[config.mk]
export PLATFORM = sky130hd
export DESIGN_NAME = weighted_random_receiver_select
export DESIGN_NICKNAME = d
export VERILOG_FILES = /design/src/design/wrs_pkg.sv /design/src/design/wrs_arith.sv /design/src/design/wrs_ctrl.sv /design/src/design/wrs_dpath.sv /design/src/design/weighted_random_receiver_select.sv
export SDC_FILE = /design/constraint.sdc
export NUM_CORES = 1
export LEC_CHECK = 0
export BUFFER_PORTS_ARGS = -buffer_cell sky130_fd_sc_hd__buf_2
export CAP_MARGIN = 0
export CORE_ASPECT_RATIO = 1.1
export CORE_MARGIN = 2
export CORE_UTILIZATION = 35
export CTS_CLUSTER_DIAMETER = 200
export CTS_CLUSTER_SIZE = 14
export DETAILED_ROUTE_END_ITERATION = 12
export PLACE_DENSITY = 0.54
export SYNTH_ARGS = -nofsm -noshare
export SYNTH_HDL_FRONTEND = slang
export SYNTH_HIERARCHICAL = 1
export SYNTH_SLANG_ARGS = --single-unit
export TNS_END_PERCENT = 1
[constraint.sdc]
create_clock -name clk -period 5.8 [get_ports clk]
set_input_delay 0.29 -clock clk [delete_from_list [all_inputs] [get_ports clk]]
set_output_delay 0.29 -clock clk [all_outputs]
set_load 0.03 [all_outputs]
[src/design/wrs_pkg.sv]
package wrs_pkg;

  localparam int ID_W       = 8;
  localparam int IN_SHARE_W = 17;

  typedef enum logic [1:0] {
    OP_ADD_EQ = 2'd0,
    OP_ADD_W  = 2'd1,
    OP_REMOVE = 2'd2,
    OP_DRAW   = 2'd3
  } op_t;

  typedef enum logic [1:0] {
    ST_OK      = 2'd0,
    ST_MISSING = 2'd1,
    ST_FULL    = 2'd2,
    ST_DUP     = 2'd3
  } status_t;

  typedef struct packed {
    logic    capture;
    logic    rd_scan;
    logic    scan_upd;
    logic    eq_start;
    logic    eq_take;
    logic    rw_init;
    logic    rd_rw;
    logic    new_entry;
    logic    calc;
    logic    ar_take;
    logic    wr;
    logic    cnt_inc;
    logic    cnt_dec;
    logic    out_load;
    logic    draw_res;
    status_t status;
  } cmd_t;

  typedef struct packed {
    op_t  op;
    logic count_zero;
    logic count_one;
    logic count_full;
    logic found;
    logic at_pos;
    logic scan_last;
    logic rw_last;
    logic need_arith;
    logic ar_done;
    logic out_free;
  } sts_t;

endpackage

[src/design/wrs_arith.sv]
module wrs_arith #(
  parameter int SHARE_W = 17
) (
  input  logic                   clk,
  input  logic                   rst_n,
  input  logic                   start,
  input  logic                   is_div,
  input  logic [2*SHARE_W-1:0]   opa,
  input  logic [SHARE_W-1:0]     opb,
  output logic                   done,
  output logic [2*SHARE_W-1:0]   result
);

  localparam int SW  = SHARE_W;
  localparam int DW  = 2 * SHARE_W;
  localparam int STW = $clog2(DW + 1);

  logic           busy_r, done_r, div_r;
  logic [STW-1:0] step_r;
  logic [SW:0]    rem_r;
  logic [DW-1:0]  quo_r;
  logic [SW-1:0]  dvs_r;

  logic [SW:0]    rem_sh, diff, msum, rem_n;
  logic [DW-1:0]  quo_n;
  logic           ge, last;

  always_comb begin
    // restoring divide: one quotient bit a cycle
    rem_sh = {rem_r[SW-1:0], quo_r[DW-1]};
    diff   = rem_sh - {1'b0, dvs_r};
    ge     = rem_sh >= {1'b0, dvs_r};
    // shift-add multiply: hi in rem_r, multiplier in low half of quo_r
    msum   = rem_r + (quo_r[0] ? {1'b0, dvs_r} : '0);
    if (div_r) begin
      rem_n = ge ? diff : rem_sh;
      quo_n = {quo_r[DW-2:0], ge};
    end else begin
      rem_n = {1'b0, msum[SW:1]};
      quo_n = {quo_r[DW-1:SW], msum[0], quo_r[SW-1:1]};
    end
    last = div_r ? (step_r == STW'(DW - 1)) : (step_r == STW'(SW - 1));
  end

  always_ff @(posedge clk) begin
    if (!rst_n) begin
      busy_r <= 1'b0;
      done_r <= 1'b0;
    end else begin
      done_r <= 1'b0;
      if (start) begin
        busy_r <= 1'b1;
      end else if (busy_r && last) begin
        busy_r <= 1'b0;
        done_r <= 1'b1;
      end
    end
  end

  always_ff @(posedge clk) begin
    if (start) begin
      div_r  <= is_div;
      step_r <= '0;
      rem_r  <= '0;
      dvs_r  <= opb;
      quo_r  <= is_div ? opa : {{SW{1'b0}}, opa[SW-1:0]};
    end else if (busy_r) begin
      step_r <= step_r + STW'(1);
      rem_r  <= rem_n;
      quo_r  <= quo_n;
    end
  end

  assign done   = done_r;
  assign result = div_r ? quo_r : {rem_r[SW-1:0], quo_r[SW-1:0]};

endmodule

[src/design/wrs_ctrl.sv]
module wrs_ctrl (
  input  logic          clk,
  input  logic          rst_n,
  input  logic          in_tvalid,
  output logic          in_tready,
  input  wrs_pkg::sts_t sts,
  output wrs_pkg::cmd_t cmd
);

  typedef enum logic [3:0] {
    S_IDLE, S_SCAN_RD, S_SCAN_CHK, S_EVAL, S_EQ_DIV,
    S_RW_RD, S_RW_CALC, S_RW_ARITH, S_RW_WR, S_DONE
  } state_t;

  state_t           state_r, state_nxt;
  wrs_pkg::status_t status_r, status_nxt;
  logic             draw_r, draw_nxt;

  always_comb begin
    cmd        = '0;
    state_nxt  = state_r;
    status_nxt = status_r;
    draw_nxt   = draw_r;
    case (state_r)
      S_IDLE: begin
        if (in_tvalid) begin
          cmd.capture = 1'b1;
          state_nxt   = sts.count_zero ? S_EVAL : S_SCAN_RD;
        end
      end
      S_SCAN_RD: begin
        cmd.rd_scan = 1'b1;
        state_nxt   = S_SCAN_CHK;
      end
      S_SCAN_CHK: begin
        cmd.scan_upd = 1'b1;
        state_nxt    = sts.scan_last ? S_EVAL : S_SCAN_RD;
      end
      S_EVAL: begin
        draw_nxt   = 1'b0;
        status_nxt = wrs_pkg::ST_OK;
        state_nxt  = S_DONE;
        case (sts.op)
          wrs_pkg::OP_DRAW: begin
            if (sts.count_zero) status_nxt = wrs_pkg::ST_MISSING;
            else draw_nxt = 1'b1;
          end
          wrs_pkg::OP_REMOVE: begin
            if (!sts.found) begin
              status_nxt = wrs_pkg::ST_MISSING;
            end else if (sts.count_one) begin
              cmd.cnt_dec = 1'b1;
            end else begin
              cmd.rw_init = 1'b1;
              state_nxt   = S_RW_RD;
            end
          end
          default: begin
            if (sts.found) begin
              status_nxt = wrs_pkg::ST_DUP;
            end else if (sts.count_full) begin
              status_nxt = wrs_pkg::ST_FULL;
            end else if (sts.op == wrs_pkg::OP_ADD_EQ) begin
              cmd.eq_start = 1'b1;
              state_nxt    = S_EQ_DIV;
            end else begin
              cmd.rw_init = 1'b1;
              state_nxt   = S_RW_RD;
            end
          end
        endcase
      end
      S_EQ_DIV: begin
        if (sts.ar_done) begin
          cmd.eq_take = 1'b1;
          cmd.rw_init = 1'b1;
          state_nxt   = S_RW_RD;
        end
      end
      S_RW_RD: begin
        if (sts.op != wrs_pkg::OP_REMOVE && sts.at_pos) begin
          cmd.new_entry = 1'b1;
          state_nxt     = S_RW_WR;
        end else begin
          cmd.rd_rw = 1'b1;
          state_nxt = S_RW_CALC;
        end
      end
      S_RW_CALC: begin
        cmd.calc  = 1'b1;
        state_nxt = sts.need_arith ? S_RW_ARITH : S_RW_WR;
      end
      S_RW_ARITH: begin
        if (sts.ar_done) begin
          cmd.ar_take = 1'b1;
          state_nxt   = S_RW_WR;
        end
      end
      S_RW_WR: begin
        cmd.wr = 1'b1;
        if (sts.rw_last) begin
          if (sts.op == wrs_pkg::OP_REMOVE) cmd.cnt_dec = 1'b1;
          else cmd.cnt_inc = 1'b1;
          state_nxt = S_DONE;
        end else begin
          state_nxt = S_RW_RD;
        end
      end
      S_DONE: begin
        // hold until the output register is free
        if (sts.out_free) begin
          cmd.out_load = 1'b1;
          state_nxt    = S_IDLE;
        end
      end
      default: state_nxt = S_IDLE;
    endcase
    cmd.status   = status_r;
    cmd.draw_res = draw_r;
  end

  always_ff @(posedge clk) begin
    if (!rst_n) begin
      state_r  <= S_IDLE;
      status_r <= wrs_pkg::ST_OK;
      draw_r   <= 1'b0;
    end else begin
      state_r  <= state_nxt;
      status_r <= status_nxt;
      draw_r   <= draw_nxt;
    end
  end

  assign in_tready = (state_r == S_IDLE);

endmodule

[src/design/wrs_dpath.sv]
module wrs_dpath #(
  parameter int MAX_RECEIVERS   = 16,
  parameter int SHARE_FRAC_BITS = 16
) (
  input  logic                            clk,
  input  logic                            rst_n,
  input  wrs_pkg::cmd_t                   cmd,
  output wrs_pkg::sts_t                   sts,
  input  logic [1:0]                      in_op,
  input  logic [wrs_pkg::ID_W-1:0]        in_id,
  input  logic [wrs_pkg::IN_SHARE_W-1:0]  in_share,
  input  logic [wrs_pkg::IN_SHARE_W-1:0]  in_rv,
  output logic                            out_valid,
  input  logic                            out_ready,
  output logic [wrs_pkg::ID_W-1:0]        out_id,
  output logic [1:0]                      out_status
);

  localparam int F    = SHARE_FRAC_BITS;
  localparam int SW   = F + 1;
  localparam int DW   = 2 * SW;
  localparam int IW   = $clog2(MAX_RECEIVERS);
  localparam int CW   = $clog2(MAX_RECEIVERS + 1);
  localparam int SUMW = SW + CW;
  localparam int PW   = (SW > wrs_pkg::IN_SHARE_W) ? SW : wrs_pkg::IN_SHARE_W;
  localparam int CMPW = (SUMW > wrs_pkg::IN_SHARE_W) ? SUMW : wrs_pkg::IN_SHARE_W;
  localparam int IDW  = wrs_pkg::ID_W;
  localparam logic [SW-1:0] ONE = {1'b1, {F{1'b0}}};

  logic [IDW-1:0] id_mem    [MAX_RECEIVERS];
  logic [SW-1:0]  share_mem [MAX_RECEIVERS];

  wrs_pkg::op_t                   op_r;
  logic [IDW-1:0]                 id_r, rd_id_r, wr_id_r, drawn_r, last_r, out_id_r;
  logic [SW-1:0]                  p_r, r_r, eq_r, rd_share_r, wr_share_r;
  logic [wrs_pkg::IN_SHARE_W-1:0] rv_r;
  logic [IW-1:0]                  ptr_r, slot_r;
  logic [CW-1:0]                  count_r, pos_r;
  logic [SUMW-1:0]                sum_r;
  logic                           found_r, hit_r, out_valid_r;
  logic [1:0]                     out_status_r;

  logic [IW-1:0]   src, rd_addr;
  logic [SUMW-1:0] sum_add;
  logic [SW-1:0]   p_cap, quo_sat;
  logic            ar_go, ar_div, ar_done, need_arith;
  logic [DW-1:0]   ar_a, ar_res;
  logic [SW-1:0]   ar_b;

  always_comb begin
    if (op_r == wrs_pkg::OP_REMOVE) src = (ptr_r < slot_r) ? ptr_r : ptr_r + IW'(1);
    else src = (CW'(ptr_r) > pos_r) ? ptr_r - IW'(1) : ptr_r;
    rd_addr = cmd.rd_rw ? src : ptr_r;
    sum_add = sum_r + SUMW'(rd_share_r);
    p_cap   = (PW'(in_share) > PW'(ONE)) ? ONE : SW'(in_share);
    need_arith = (op_r == wrs_pkg::OP_ADD_W) ||
                 (op_r == wrs_pkg::OP_REMOVE && r_r != ONE);
    ar_go  = cmd.eq_start || (cmd.calc && need_arith);
    ar_div = cmd.eq_start || (op_r == wrs_pkg::OP_REMOVE);
    if (cmd.eq_start) begin
      ar_a = DW'(ONE);
      ar_b = SW'(count_r) + SW'(1);
    end else if (op_r == wrs_pkg::OP_REMOVE) begin
      ar_a = DW'(rd_share_r) << F;
      ar_b = ONE - r_r;
    end else begin
      ar_a = DW'(rd_share_r);
      ar_b = ONE - p_r;
    end
    quo_sat = (ar_res > DW'(ONE)) ? ONE : ar_res[SW-1:0];
  end

  wrs_arith #(.SHARE_W(SW)) u_arith (
    .clk    (clk),
    .rst_n  (rst_n),
    .start  (ar_go),
    .is_div (ar_div),
    .opa    (ar_a),
    .opb    (ar_b),
    .done   (ar_done),
    .result (ar_res)
  );

  always_ff @(posedge clk) begin
    if (cmd.rd_scan || cmd.rd_rw) begin
      rd_id_r    <= id_mem[rd_addr];
      rd_share_r <= share_mem[rd_addr];
    end
    if (cmd.wr) begin
      id_mem[ptr_r]    <= wr_id_r;
      share_mem[ptr_r] <= wr_share_r;
    end
  end

  always_ff @(posedge clk) begin
    if (cmd.capture) begin
      op_r    <= wrs_pkg::op_t'(in_op);
      id_r    <= in_id;
      p_r     <= p_cap;
      rv_r    <= in_rv;
      ptr_r   <= '0;
      sum_r   <= '0;
      pos_r   <= '0;
      found_r <= 1'b0;
      hit_r   <= 1'b0;
    end
    if (cmd.scan_upd) begin
      sum_r  <= sum_add;
      last_r <= rd_id_r;
      ptr_r  <= ptr_r + IW'(1);
      if (rd_id_r == id_r) begin
        found_r <= 1'b1;
        slot_r  <= ptr_r;
        r_r     <= rd_share_r;
      end
      if (rd_id_r < id_r) pos_r <= pos_r + CW'(1);
      // first running sum that reaches the threshold wins
      if (!hit_r && CMPW'(sum_add) >= CMPW'(rv_r)) begin
        hit_r   <= 1'b1;
        drawn_r <= rd_id_r;
      end
    end
    if (cmd.eq_take) eq_r <= ar_res[SW-1:0];
    if (cmd.rw_init) ptr_r <= (op_r == wrs_pkg::OP_REMOVE) ? '0 : IW'(count_r);
    if (cmd.new_entry) begin
      wr_id_r    <= id_r;
      wr_share_r <= (op_r == wrs_pkg::OP_ADD_EQ) ? eq_r : p_r;
    end
    if (cmd.calc) begin
      wr_id_r    <= rd_id_r;
      wr_share_r <= (op_r == wrs_pkg::OP_ADD_EQ) ? eq_r : rd_share_r;
    end
    if (cmd.ar_take) begin
      wr_share_r <= (op_r == wrs_pkg::OP_ADD_W) ? ar_res[F +: SW] : quo_sat;
    end
    if (cmd.wr) ptr_r <= (op_r == wrs_pkg::OP_REMOVE) ? ptr_r + IW'(1) : ptr_r - IW'(1);
    if (cmd.out_load) begin
      out_id_r     <= cmd.draw_res ? (hit_r ? drawn_r : last_r) : '0;
      out_status_r <= cmd.status;
    end
  end

  always_ff @(posedge clk) begin
    if (!rst_n) begin
      count_r     <= '0;
      out_valid_r <= 1'b0;
    end else begin
      if (cmd.cnt_inc) count_r <= count_r + CW'(1);
      else if (cmd.cnt_dec) count_r <= count_r - CW'(1);
      if (cmd.out_load) out_valid_r <= 1'b1;
      else if (out_ready) out_valid_r <= 1'b0;
    end
  end

  always_comb begin
    sts.op         = op_r;
    sts.count_zero = (count_r == '0);
    sts.count_one  = (count_r == CW'(1));
    sts.count_full = (count_r == CW'(MAX_RECEIVERS));
    sts.found      = found_r;
    sts.at_pos     = (CW'(ptr_r) == pos_r);
    sts.scan_last  = (CW'(ptr_r) == count_r - CW'(1));
    sts.rw_last    = (op_r == wrs_pkg::OP_REMOVE) ? (CW'(ptr_r) == count_r - CW'(2))
                                                  : (ptr_r == '0);
    sts.need_arith = need_arith;
    sts.ar_done    = ar_done;
    sts.out_free   = !out_valid_r || out_ready;
  end

  assign out_valid  = out_valid_r;
  assign out_id     = out_id_r;
  assign out_status = out_status_r;

`ifndef SYNTHESIS
  a_count_range: assert property (@(posedge clk) disable iff (!rst_n)
    count_r <= CW'(MAX_RECEIVERS)) else $error("entry count out of range");
  a_wr_in_table: assert property (@(posedge clk) disable iff (!rst_n)
    cmd.wr |-> CW'(ptr_r) <= count_r) else $error("write beyond table end");
  a_inc_not_full: assert property (@(posedge clk) disable iff (!rst_n)
    cmd.cnt_inc |-> !sts.count_full) else $error("insert into full table");
  a_dec_not_empty: assert property (@(posedge clk) disable iff (!rst_n)
    cmd.cnt_dec |-> !sts.count_zero) else $error("remove from empty table");
  a_load_free: assert property (@(posedge clk) disable iff (!rst_n)
    cmd.out_load |-> sts.out_free) else $error("result overwritten");
`endif

endmodule

[src/design/weighted_random_receiver_select.sv]
// Each item first scans the stored entries (a read state, then a check state per entry); an add or
// remove then rewrites the entries in turn (read, calc, write), using the shared multiply/divide
// unit where a share must be computed. One item is handled at a time; a new one is taken in idle.
// Reset (rst_n low, synchronous) empties the table and clears the output beat.
module weighted_random_receiver_select #(
  parameter int MAX_RECEIVERS   = 16,
  parameter int SHARE_FRAC_BITS = 16
) (
  input  logic        clk,
  input  logic        rst_n,
  input  logic        in_tvalid,
  output logic        in_tready,
  input  logic [47:0] in_tdata,   // receiver_id[7:0], share[24:8], random_value[41:25]
  input  logic [1:0]  in_tuser,   // op[1:0]
  output logic        out_tvalid,
  input  logic        out_tready,
  output logic [7:0]  out_tdata,  // drawn_id[7:0]
  output logic [1:0]  out_tuser   // status[1:0]
);

  wrs_pkg::cmd_t cmd;
  wrs_pkg::sts_t sts;

  wrs_ctrl u_ctrl (
    .clk       (clk),
    .rst_n     (rst_n),
    .in_tvalid (in_tvalid),
    .in_tready (in_tready),
    .sts       (sts),
    .cmd       (cmd)
  );

  wrs_dpath #(
    .MAX_RECEIVERS   (MAX_RECEIVERS),
    .SHARE_FRAC_BITS (SHARE_FRAC_BITS)
  ) u_dpath (
    .clk        (clk),
    .rst_n      (rst_n),
    .cmd        (cmd),
    .sts        (sts),
    .in_op      (in_tuser),
    .in_id      (in_tdata[7:0]),
    .in_share   (in_tdata[24:8]),
    .in_rv      (in_tdata[41:25]),
    .out_valid  (out_tvalid),
    .out_ready  (out_tready),
    .out_id     (out_tdata),
    .out_status (out_tuser)
  );

endmodule
==> results.toml, run 1 <==
[route]
dr_wl_met2_um = 42700
drtIter0Drc = 1909
wl_per_cell_um = 22.5
met1_length_um = 38100
num_vias = 21500
drt_wl_total_um = 89000
wl_met3_um = 5110
vias_per_cell = 5.42
firstDrtPassIters = 5
highest_layer = "met5"
ant_nets = 0
drc = 0

[critical_path]
r2r_slack_ns = 1.03
path_max_fanout = 9
cp-end-kind = "register"
start_kind = "register"
critPathArrivalTime_ns = 5.29
crit_start = "u_dpath/rd_share_r[4]$_DFFE_PP_"
cp_slowest_cell = "edfxtp_1"
reg2reg_from = "u_dpath/rd_share_r[4]$_DFFE_PP_"
crit_family = "compound AO/OA/AOI/OAI gates"
critical_path_class = "register to register"
critical-path-max-stage-delay_ns = 0.55
cp_cell_sequence = "ha_1, a21o_1, or4_1, o22ai_1, a21oi_1, nor2b_1, a221oi_1, xnor2_1, ha_1, a2111oi_0, nand4_1, o22a_1, a311oi_1, a311oi_1, buf_4, a21o_1"
required_ns = 6.32
critPathBufInv = 1

[synth]
syn_inst = 2627
synth_edf_count = 636
seq_area_frac_synth = 0.611
synth_warnings = 6
ys_ff_latch = 682
synthDistinctLibCells = 95
synth_nets = 2784
syn_area_per_cell_um2 = 12.5
ys_dominant_reg_cell = "edfxtp_1"
postSynth.asyncResetShare = 0
synthesis.area_um2 = 32700

[clock_tree]
root_buffer = "clkbuf_16"
cts_num_sinks = 682
clock_path_buffers = 3
cts-htree-levels = 2
cts_tree = "built"
cts_buffers = 54
insertion_delay_ns = 0.64
post_cts_buffers = 0
path_clk_slew_ns = 0.07

[power]
leakage_nw = 12.5
post-layout-total-power_mw = 15.8
vdd_ir_drop_max_uv = 297
p_per_area_nw_per_um2 = 435

[floorplan]
core_um2 = 92700
die_h_um = 325
fp.dieW_um = 296
rows = 117
die_area_um2 = 96000
start_util = 0.353
io_pins = 66

[timing]
finClkSkew_ns = 0.0482
hold_violations = 0
period_share = 0.822
hold_ws_ns = 0.0415
fmax_ghz = 0.210
worst_pin_slew_ns = 1.22
min_period_ns = 4.77
tns_ns = 0
slew_headroom = 0.186
rsz0062_at_grt = "no"
slew_violations = 0
post-route-worst-setup-slack_ns = 1.03
setup_violations = 0

[final_layout]
final_util = 0.392
area_delta_synth_final_pct = 10.9
final_cells = 3965
stdcell_area_um2 = 36300
drive_above_1_share = 0.0950
insertedDiodeCount = 0
finalNetCount = 2841

[placement]
dp_slack_ns = 1.11
gp_congestion = 0.881
dp_hpwl_um = 58000
place_area_um2 = 34500
placedCellCount = 3848
port_buffers = 59

[min_path]
hp-class = "primary input to register"
hold_start = "in_tdata[18]"

[global_route]
grt_pass1_wl_um = 132000
grt_max_degree = 74
grt.overflow.total = 0
antenna_found_initial = 2
grt_pass1_vias = 21400
grtUsageTotal = 0.182

[run]
drv_cap = 0

[outcome]
status = "finished clean"
==> what timing repair did <==
| action | in CTS | in global routing |
|---|---|---|
| endpoints found under the hold margin | 29 | 0 |
| hold buffers | 29 | 0 |
| endpoints found under the setup margin | 0 | 0 |
| gates resized for setup | 0 | 0 |
==> worst paths after layout <==
kind,cells past startpoint,to
setup / recovery,16,u_dpath/hit_r$_DFF_P_
hold / removal,2,u_dpath/p_r[10]$_SDFFCE_PN0P_
setup reg to reg,16,u_dpath/hit_r$_DFF_P_
hold reg to reg,0,u_dpath/out_status[0]$_DFFE_PP_
==> cell usage in the layout (no fill, tap or decap), drive strengths merged, types with 9 or more instances in the layout <==
cell / n
and3: 65
a22oi: 19
nor2b: 43
edfxtp: 636
xnor2: 58
inv: 99
a21oi: 96
nand2: 302
dlygate4sd3: 29
dfxtp: 46
xor2: 39
ha: 100
o21bai: 9
nor2: 123
a31oi: 12
or3: 11
a21o: 21
nor4: 21
buf: 127
and2: 74
and4: 27
o211ai: 19
nand2b: 26
a32oi: 76
nand3: 34
o21a: 13
mux2i: 126
nand4: 11
clkbuf: 85
a211oi: 82
o21ai: 132
nor3: 37
==> state kept, by name, summed over array words and instances (netlist names), 18 cells and up <==
| signal | count |
|---|---|
| u_dpath/share_mem | 272 |
| u_dpath/u_arith/quo_r | 34 |
| u_dpath/u_arith/rem_r | 18 |
| u_dpath/sum_r | 22 |
| u_dpath/id_mem | 128 |
==> power breakdown <==
part           internal (mW)  leakage [nW]  switching, mW
Clock                   1.78         0.737           1.69
Combinational           2.30          5.58           3.71
Sequential              5.87          6.15          0.430
Total                   9.95          12.5           5.84
==> cell usage after synthesis (46+ instances only) <==
cell type    n  area [um^2]
dfxtp_1     46          921
nand2_1    300         1130
nor2_1     122          458
mux2i_1    126         1260
clkbuf_1    73          274
a211oi_1    79          593
xnor2_1     54          473
edfxtp_1   636        19100
and3_1      65          407
and2_1      74          463
o21ai_0    123          616
a21oi_1     95          475
a32oi_1     76          666
inv_1       98          368
ha_1       100         1250
==> layer usage <==
| metal | vias to the layer above | GRT usage |
|---|---|---|
| met1 | 10700 | 0.240 |
| li1 | 9963 | - |
| met3 | 161 | 0.0325 |
| met2 | 639 | 0.301 |
| met5 | - | 0 |
| met4 | 4 | 0.0629 |
==> layout make-up <==
class,instances,area (um^2)
flip-flops and latches,682,20000
fillers,8802,56400
inverters,100,375
repair buffers,156,1150
well taps,1249,1560
clock buffers,85,1470
clock inverters,3,80.1
multi-input cells,1690,11700
==> cell families after synthesis <==
logic type                 count (synthesis)  share of synthesized area
other                                      1                   0.000115
AOI/OAI and AO/OA                        555                      0.118
adders and majority gates                103                     0.0401
buffers and inverters                    255                     0.0382
and+or+nand+nor                          803                      0.125
DFF                                      682                      0.611
muxes                                    131                     0.0404
xor gates and xnor gates                  97                     0.0271
==> worst register-to-register path, stage by stage (launching register included) <==
cell	delay (ns)
edfxtp_1	0.55
ha_1	0.44
a21o_1	0.22
or4_1	0.40
o22ai_1	0.33
a21oi_1	0.19
nor2b_1	0.22
a221oi_1	0.34
xnor2_1	0.14
ha_1	0.21
a2111oi_0	0.42
nand4_1	0.15
o22a_1	0.18
a311oi_1	0.33
a311oi_1	0.15
buf_4	0.23
a21o_1	0.17
Power figures use the tool's default switching activity.
==> run 2, diff against run 1 <==
==> constraint.sdc (replaced) <==
create_clock -name clk -period 5 [get_ports clk]
set_input_delay 0.25 -clock clk [delete_from_list [all_inputs] [get_ports clk]]
set_output_delay 0.25 -clock clk [all_outputs]
set_load 0.03 [all_outputs]
==> run 2 against run 1 <==
Total power up 17%. Clock power up 17%. Register-to-register slack worse by 0.66 ns. Routed wire length up 1.4%. First-iteration DRC count up 0.26%. Sequential power up 16%. Fmax up 3.0%. Design area up 0.43%. Combinational power up 18%. Critical path type unchanged. Highest routed layer unchanged.
==> results.toml, run 2 (synthesized netlist as in run 1, its figures left out) <==
[critical_path]
critical-path-max-stage-delay_ns = 0.51
reg2reg_to = "u_dpath/drawn_r[0]$_DFFE_PP_"
required_ns = 5.37
worstRegToRegCells = 17
critical_path_class = "register to register"
cp_slowest_cell = "edfxtp_1"
reg2reg_from = "u_dpath/rd_share_r[0]$_DFFE_PP_"
r2r_slack_ns = 0.37
critPathBufInv = 2
path_max_fanout = 9
crit_family = "compound AO/OA/AOI/OAI gates"
cp_cell_sequence = "ha_1, inv_1, fa_1, nand2b_1, a21oi_1, o22ai_1, a21oi_1, nor2b_1, a221oi_1, xnor2_1, ha_1, a2111oi_0, nand4_1, o22a_1, a311oi_1, a311oi_1, buf_4"
critPathArrivalTime_ns = 5.00
cp-end-kind = "register"
start_kind = "register"

[final_layout]
mostFrequentLayoutCells = "edfxtp_1, nand2_1, mux2i_1"
layout_commonest_cell = "edfxtp_1"
regMostFlops = "u_dpath/share_mem"
area_delta_synth_final_pct = 11.4
drive_above_1_share = 0.0986
fill_cells = 8743
final_util = 0.393
top_regs = "u_dpath/share_mem (272), u_dpath/id_mem (128), u_dpath/u_arith/quo_r (34)"
insertedDiodeCount = 0
stdcell_area_um2 = 36500
largest_reg_flops = 272
finalNetCount = 2856

[global_route]
grt_pass1_wl_um = 136000
grt_max_degree = 57
grt.overflow.total = 0
grt_pass1_vias = 21600
grtUsageTotal = 0.186
antenna_found_initial = 2

[timing]
post-route-worst-setup-slack_ns = 0.372
finClkSkew_ns = 0.0270
slew_headroom = 0.131
hold_violations = 0
period_share = 0.926
slew_violations = 0
tns_ns = 0
worst_pin_slew_ns = 1.30
setup_violations = 0
min_period_ns = 4.63
fmax_ghz = 0.216
rsz0062_at_grt = "no"

[clock_tree]
cts_buffers = 54
clock_path_buffers = 3
path_clk_slew_ns = 0.07
root_buffer = "clkbuf_16"
cts_tree = "built"
post_cts_buffers = 0
insertion_delay_ns = 0.64
cts_num_sinks = 682
cts-htree-levels = 2

[placement]
dp_hpwl_um = 59200
dp_slack_ns = 0.507
place_area_um2 = 34600
port_buffers = 59
gp_congestion = 0.905

[floorplan]
rows = 117
fp.dieW_um = 296
die_h_um = 325
core_um2 = 92700
start_util = 0.353
io_pins = 66
die_area_um2 = 96000

[min_path]
hold_depth = 2
hold_start = "in_tdata[10]"
worstHoldEndpoint = "u_dpath/p_r[2]$_SDFFCE_PN0P_"
hp-class = "primary input to register"

[route]
num_vias = 21900
drc = 0
drtIter0Drc = 1914
firstDrtPassIters = 5
ant_nets = 0
vias_per_cell = 5.50
drt_wl_total_um = 90300
wl_per_cell_um = 22.7

[power]
post-layout-total-power_mw = 18.5
p_per_area_nw_per_um2 = 507
vdd_ir_drop_max_uv = 527
leakage_nw = 12.5

[run]
drv_cap = 0

[outcome]
status = "finished clean"
[run 2: cell count changes in the layout (fill, tap and decap cells not counted), sizes merged]
| cell | previous run | this run |
|---|---|---|
| buf | 127 | 137 |
| clkbuf | 85 | 82 |
| clkinv | 3 | 4 |
| dlygate4sd3 | 29 | 34 |
[run 2: worst max path at each step]
stage / start / to / slack (ns) / depth (start not counted)
2_1_floorplan: u_dpath/rd_share_r[4]$_DFFE_PP_ / u_dpath/drawn_r[0]$_DFFE_PP_ / 0.78 / 14
3_3_place_gp: u_dpath/rd_share_r[5]$_DFFE_PP_ / u_dpath/hit_r$_DFF_P_ / 0.52 / 15
3_5_place_dp: u_dpath/rd_share_r[0]$_DFFE_PP_ / u_dpath/hit_r$_DFF_P_ / 0.51 / 18
4_1_cts: u_dpath/rd_share_r[0]$_DFFE_PP_ / u_dpath/hit_r$_DFF_P_ / 0.46 / 18
5_1_grt: u_dpath/rd_share_r[0]$_DFFE_PP_ / u_dpath/hit_r$_DFF_P_ / 0.09 / 19
6_report: u_dpath/rd_share_r[0]$_DFFE_PP_ / u_dpath/drawn_r[0]$_DFFE_PP_ / 0.37 / 17
[run 2: layout make-up]
cell class	instances	area (um^2)	area share
Multi-Input combinational cell	1690	11700	0.320
Timing Repair Buffer	171	1300	0.0356
Sequential cell	682	20000	0.549
Clock buffer	82	1460	0.0399
Clock inverter	4	98.8	0.00271
Tap cell	1249	1560	0.0429
Inverter	100	375	0.0103
[run 2: repair_timing]
action                                  4_1_cts  5_1_grt
hold buffers                                 34        0
gates resized for setup                       0        0
hold endpoints to repair                     40        0
endpoints found under the setup margin        0        0
[run 2: layer usage]
| layer | routed length, um | vias to the layer above | global-route usage |
|---|---|---|---|
| met1 | 40300 | 11000 | 0.259 |
| li1 | - | 10000 | - |
| met3 | 5290 | 145 | 0.0278 |
| met2 | 42200 | 683 | 0.300 |
| met4 | 2460 | 4 | 0.0526 |
| met5 | 25 | - | 0 |
[run 2: power breakdown]
part           internal (mW)  switching [mW]
sequential              6.81           0.488
clock                   2.06            2.00
combinational           2.71            4.41
[run 2: metrics by stage]
step / std cells / hold WS, ns
detailed placement: 3858 / 0.428
CTS: 3978 / 0.00407
global route: 3978 / 0.0301
floorplan: 2627 / 0.349
finish: 3978 / 0.0443
global placement: 3858 / 0.427
==> run 3, diff against run 2 <==
--- a/config.mk
+++ b/config.mk
@@ -9,11 +9,11 @@
 export CAP_MARGIN = 0
 export CORE_ASPECT_RATIO = 1.1
 export CORE_MARGIN = 2
-export CORE_UTILIZATION = 35
+export CORE_UTILIZATION = 42
 export CTS_CLUSTER_DIAMETER = 200
 export CTS_CLUSTER_SIZE = 14
 export DETAILED_ROUTE_END_ITERATION = 12
-export PLACE_DENSITY = 0.54
+export PLACE_DENSITY = 0.61
 export SYNTH_ARGS = -nofsm -noshare
 export SYNTH_HDL_FRONTEND = slang
 export SYNTH_HIERARCHICAL = 1
==> run 3 against run 2 <==
Utilization grew 7.4 points. Sequential power is essentially flat. First-iteration DRC count grew 4.9%. Cell count shrank 5.5%. Count of clock-buffer cells in the layout grew 3. Hold slack lost 0.018 ns. Routed wire length shrank 3.7%. Fmax grew 0.87%. Die area shrank 16%. Sequential cell count is the same. Sequential share of layout area grew 0.49 points. Critical path type unchanged.
==> results.toml, run 3 (synthesized netlist as in run 1, its figures left out) <==
[outcome]
status = "finished clean"

[critical_path]
cp-end-kind = "register"
r2r_slack_ns = 0.41
critPathArrivalTime_ns = 5.10
critical_path_class = "register to register"
path_max_fanout = 9
required_ns = 5.51
start_kind = "register"

[final_layout]
insertedDiodeCount = 0
area_delta_synth_final_pct = 10.4
top_regs = "u_dpath/share_mem (272), u_dpath/id_mem (128), u_dpath/u_arith/quo_r (34)"
largest_reg_flops = 272
fill_cells = 6991
drive_above_1_share = 0.0951
final_util = 0.467
finalNetCount = 2849
mostFrequentLayoutCells = "edfxtp_1, nand2_1, mux2i_1"
final_cells = 3759
regMostFlops = "u_dpath/share_mem"
layout_commonest_cell = "edfxtp_1"

[route]
ant_nets = 0
firstDrtPassIters = 7
wl_per_cell_um = 23.1
drtIter0Drc = 2008
num_vias = 21700
drc = 0
vias_per_cell = 5.78
drt_wl_total_um = 87000

[global_route]
grtUsageTotal = 0.212
grt_pass1_wl_um = 131000
grt_max_degree = 71
grt.overflow.total = 0
grt_pass1_vias = 21500
antenna_found_initial = 2

[run]
drv_cap = 0

[timing]
slew_violations = 0
finClkSkew_ns = 0.0290
worst_pin_slew_ns = 1.18
period_share = 0.918
slew_headroom = 0.215
hold_violations = 0
fmax_ghz = 0.218
tns_ns = 0
rsz0062_at_grt = "no"
setup_violations = 0
min_period_ns = 4.59

[clock_tree]
cts_num_sinks = 682
root_buffer = "clkbuf_16"
path_clk_slew_ns = 0.07
cts_tree = "built"
cts-htree-levels = 2
insertion_delay_ns = 0.64
cts_buffers = 54
clock_path_buffers = 3

[placement]
port_buffers = 59
dp_hpwl_um = 56200
placedCellCount = 3636
gp_congestion = 0.900

[floorplan]
core_um2 = 77400
die_area_um2 = 80200
rows = 107
start_util = 0.423
fp.dieW_um = 270
io_pins = 66
die_h_um = 297

[power]
p_per_area_nw_per_um2 = 507
post-layout-total-power_mw = 18.3
vdd_ir_drop_max_uv = 335
leakage_nw = 12.5

[min_path]
hp-class = "primary input to register"
run 3: changes by cell type in the layout (fill, tap and decap cells not counted), sizes merged:
cell and delta:
inv -1, buf -8, dlygate4sd3 +1, clkbuf +3
run 3: area by class of cell:
| cell class | instances | area (um^2) | area share |
|---|---|---|---|
| flip-flops and latches | 682 | 20000 | 0.554 |
| multi-input cells | 1690 | 11600 | 0.322 |
| clock buffers | 85 | 1470 | 0.0406 |
| well taps | 1035 | 1290 | 0.0358 |
| repair buffers | 164 | 1270 | 0.0352 |
| inverters | 100 | 375 | 0.0104 |
| clock inverters | 3 | 90.1 | 0.00249 |
run 3: what timing repair did:
item,in CTS,in global routing
hold buffers,35,0
resized for setup,0,1
endpoints found under the hold margin,36,0
buffers inserted,0,0
setup endpoints to repair,0,9
run 3: critical path, stage by stage, from the launching register on:
cell	delay, ns
edfxtp_1	0.49
ha_1	0.41
a21o_1	0.21
or4_1	0.40
o22ai_1	0.30
a21oi_1	0.18
nor2b_1	0.22
a221oi_1	0.34
xnor2_1	0.13
ha_1	0.21
a2111oi_1	0.40
nand4_1	0.15
o22a_1	0.18
a311oi_1	0.32
a311oi_1	0.14
buf_4	0.23
a21o_1	0.16
run 3: worst paths after layout:
path,start,to,cells after the start
worst max-delay path,u_dpath/rd_share_r[4]$_DFFE_PP_,u_dpath/hit_r$_DFF_P_,16
worst min-delay path,in_tdata[13],u_dpath/p_r[5]$_SDFFCE_PN0P_,2
worst max register to register,u_dpath/rd_share_r[4]$_DFFE_PP_,u_dpath/hit_r$_DFF_P_,16
worst min register to register,u_ctrl/status_r[0]$_SDFFE_PN0P_,u_dpath/out_status[0]$_DFFE_PP_,0
run 3: where the power goes:
part / internal, mW / switching (mW) / total (mW)
Combinational: 2.68 / 4.27 / 6.95
Sequential: 6.81 / 0.511 / 7.32
Clock: 2.06 / 1.98 / 4.05
Total: 11.5 / 6.76 / 18.3
run 3: per-layer routing:
layer | GRT usage | part of all wire | vias up
li1 | - | - | 9987
met1 | 0.284 | 0.43 | 10900
met2 | 0.358 | 0.49 | 712
met3 | 0.0268 | 0.053 | 154
met4 | 0.0710 | 0.031 | 4
met5 | 0 | 0.00034 | -
run 3: metrics by stage:
stage / hold slack [ns] / instance area [um^2] / worst slack [ns]
2_1_floorplan: 0.349 / 32700 / 0.782
3_3_place_gp: 0.427 / 34200 / 0.472
3_5_place_dp: 0.427 / 34200 / 0.480
4_1_cts: 0.00547 / 36100 / 0.424
5_1_grt: 0.0315 / 36100 / 0.0220
6_report: 0.0267 / 36100 / 0.412
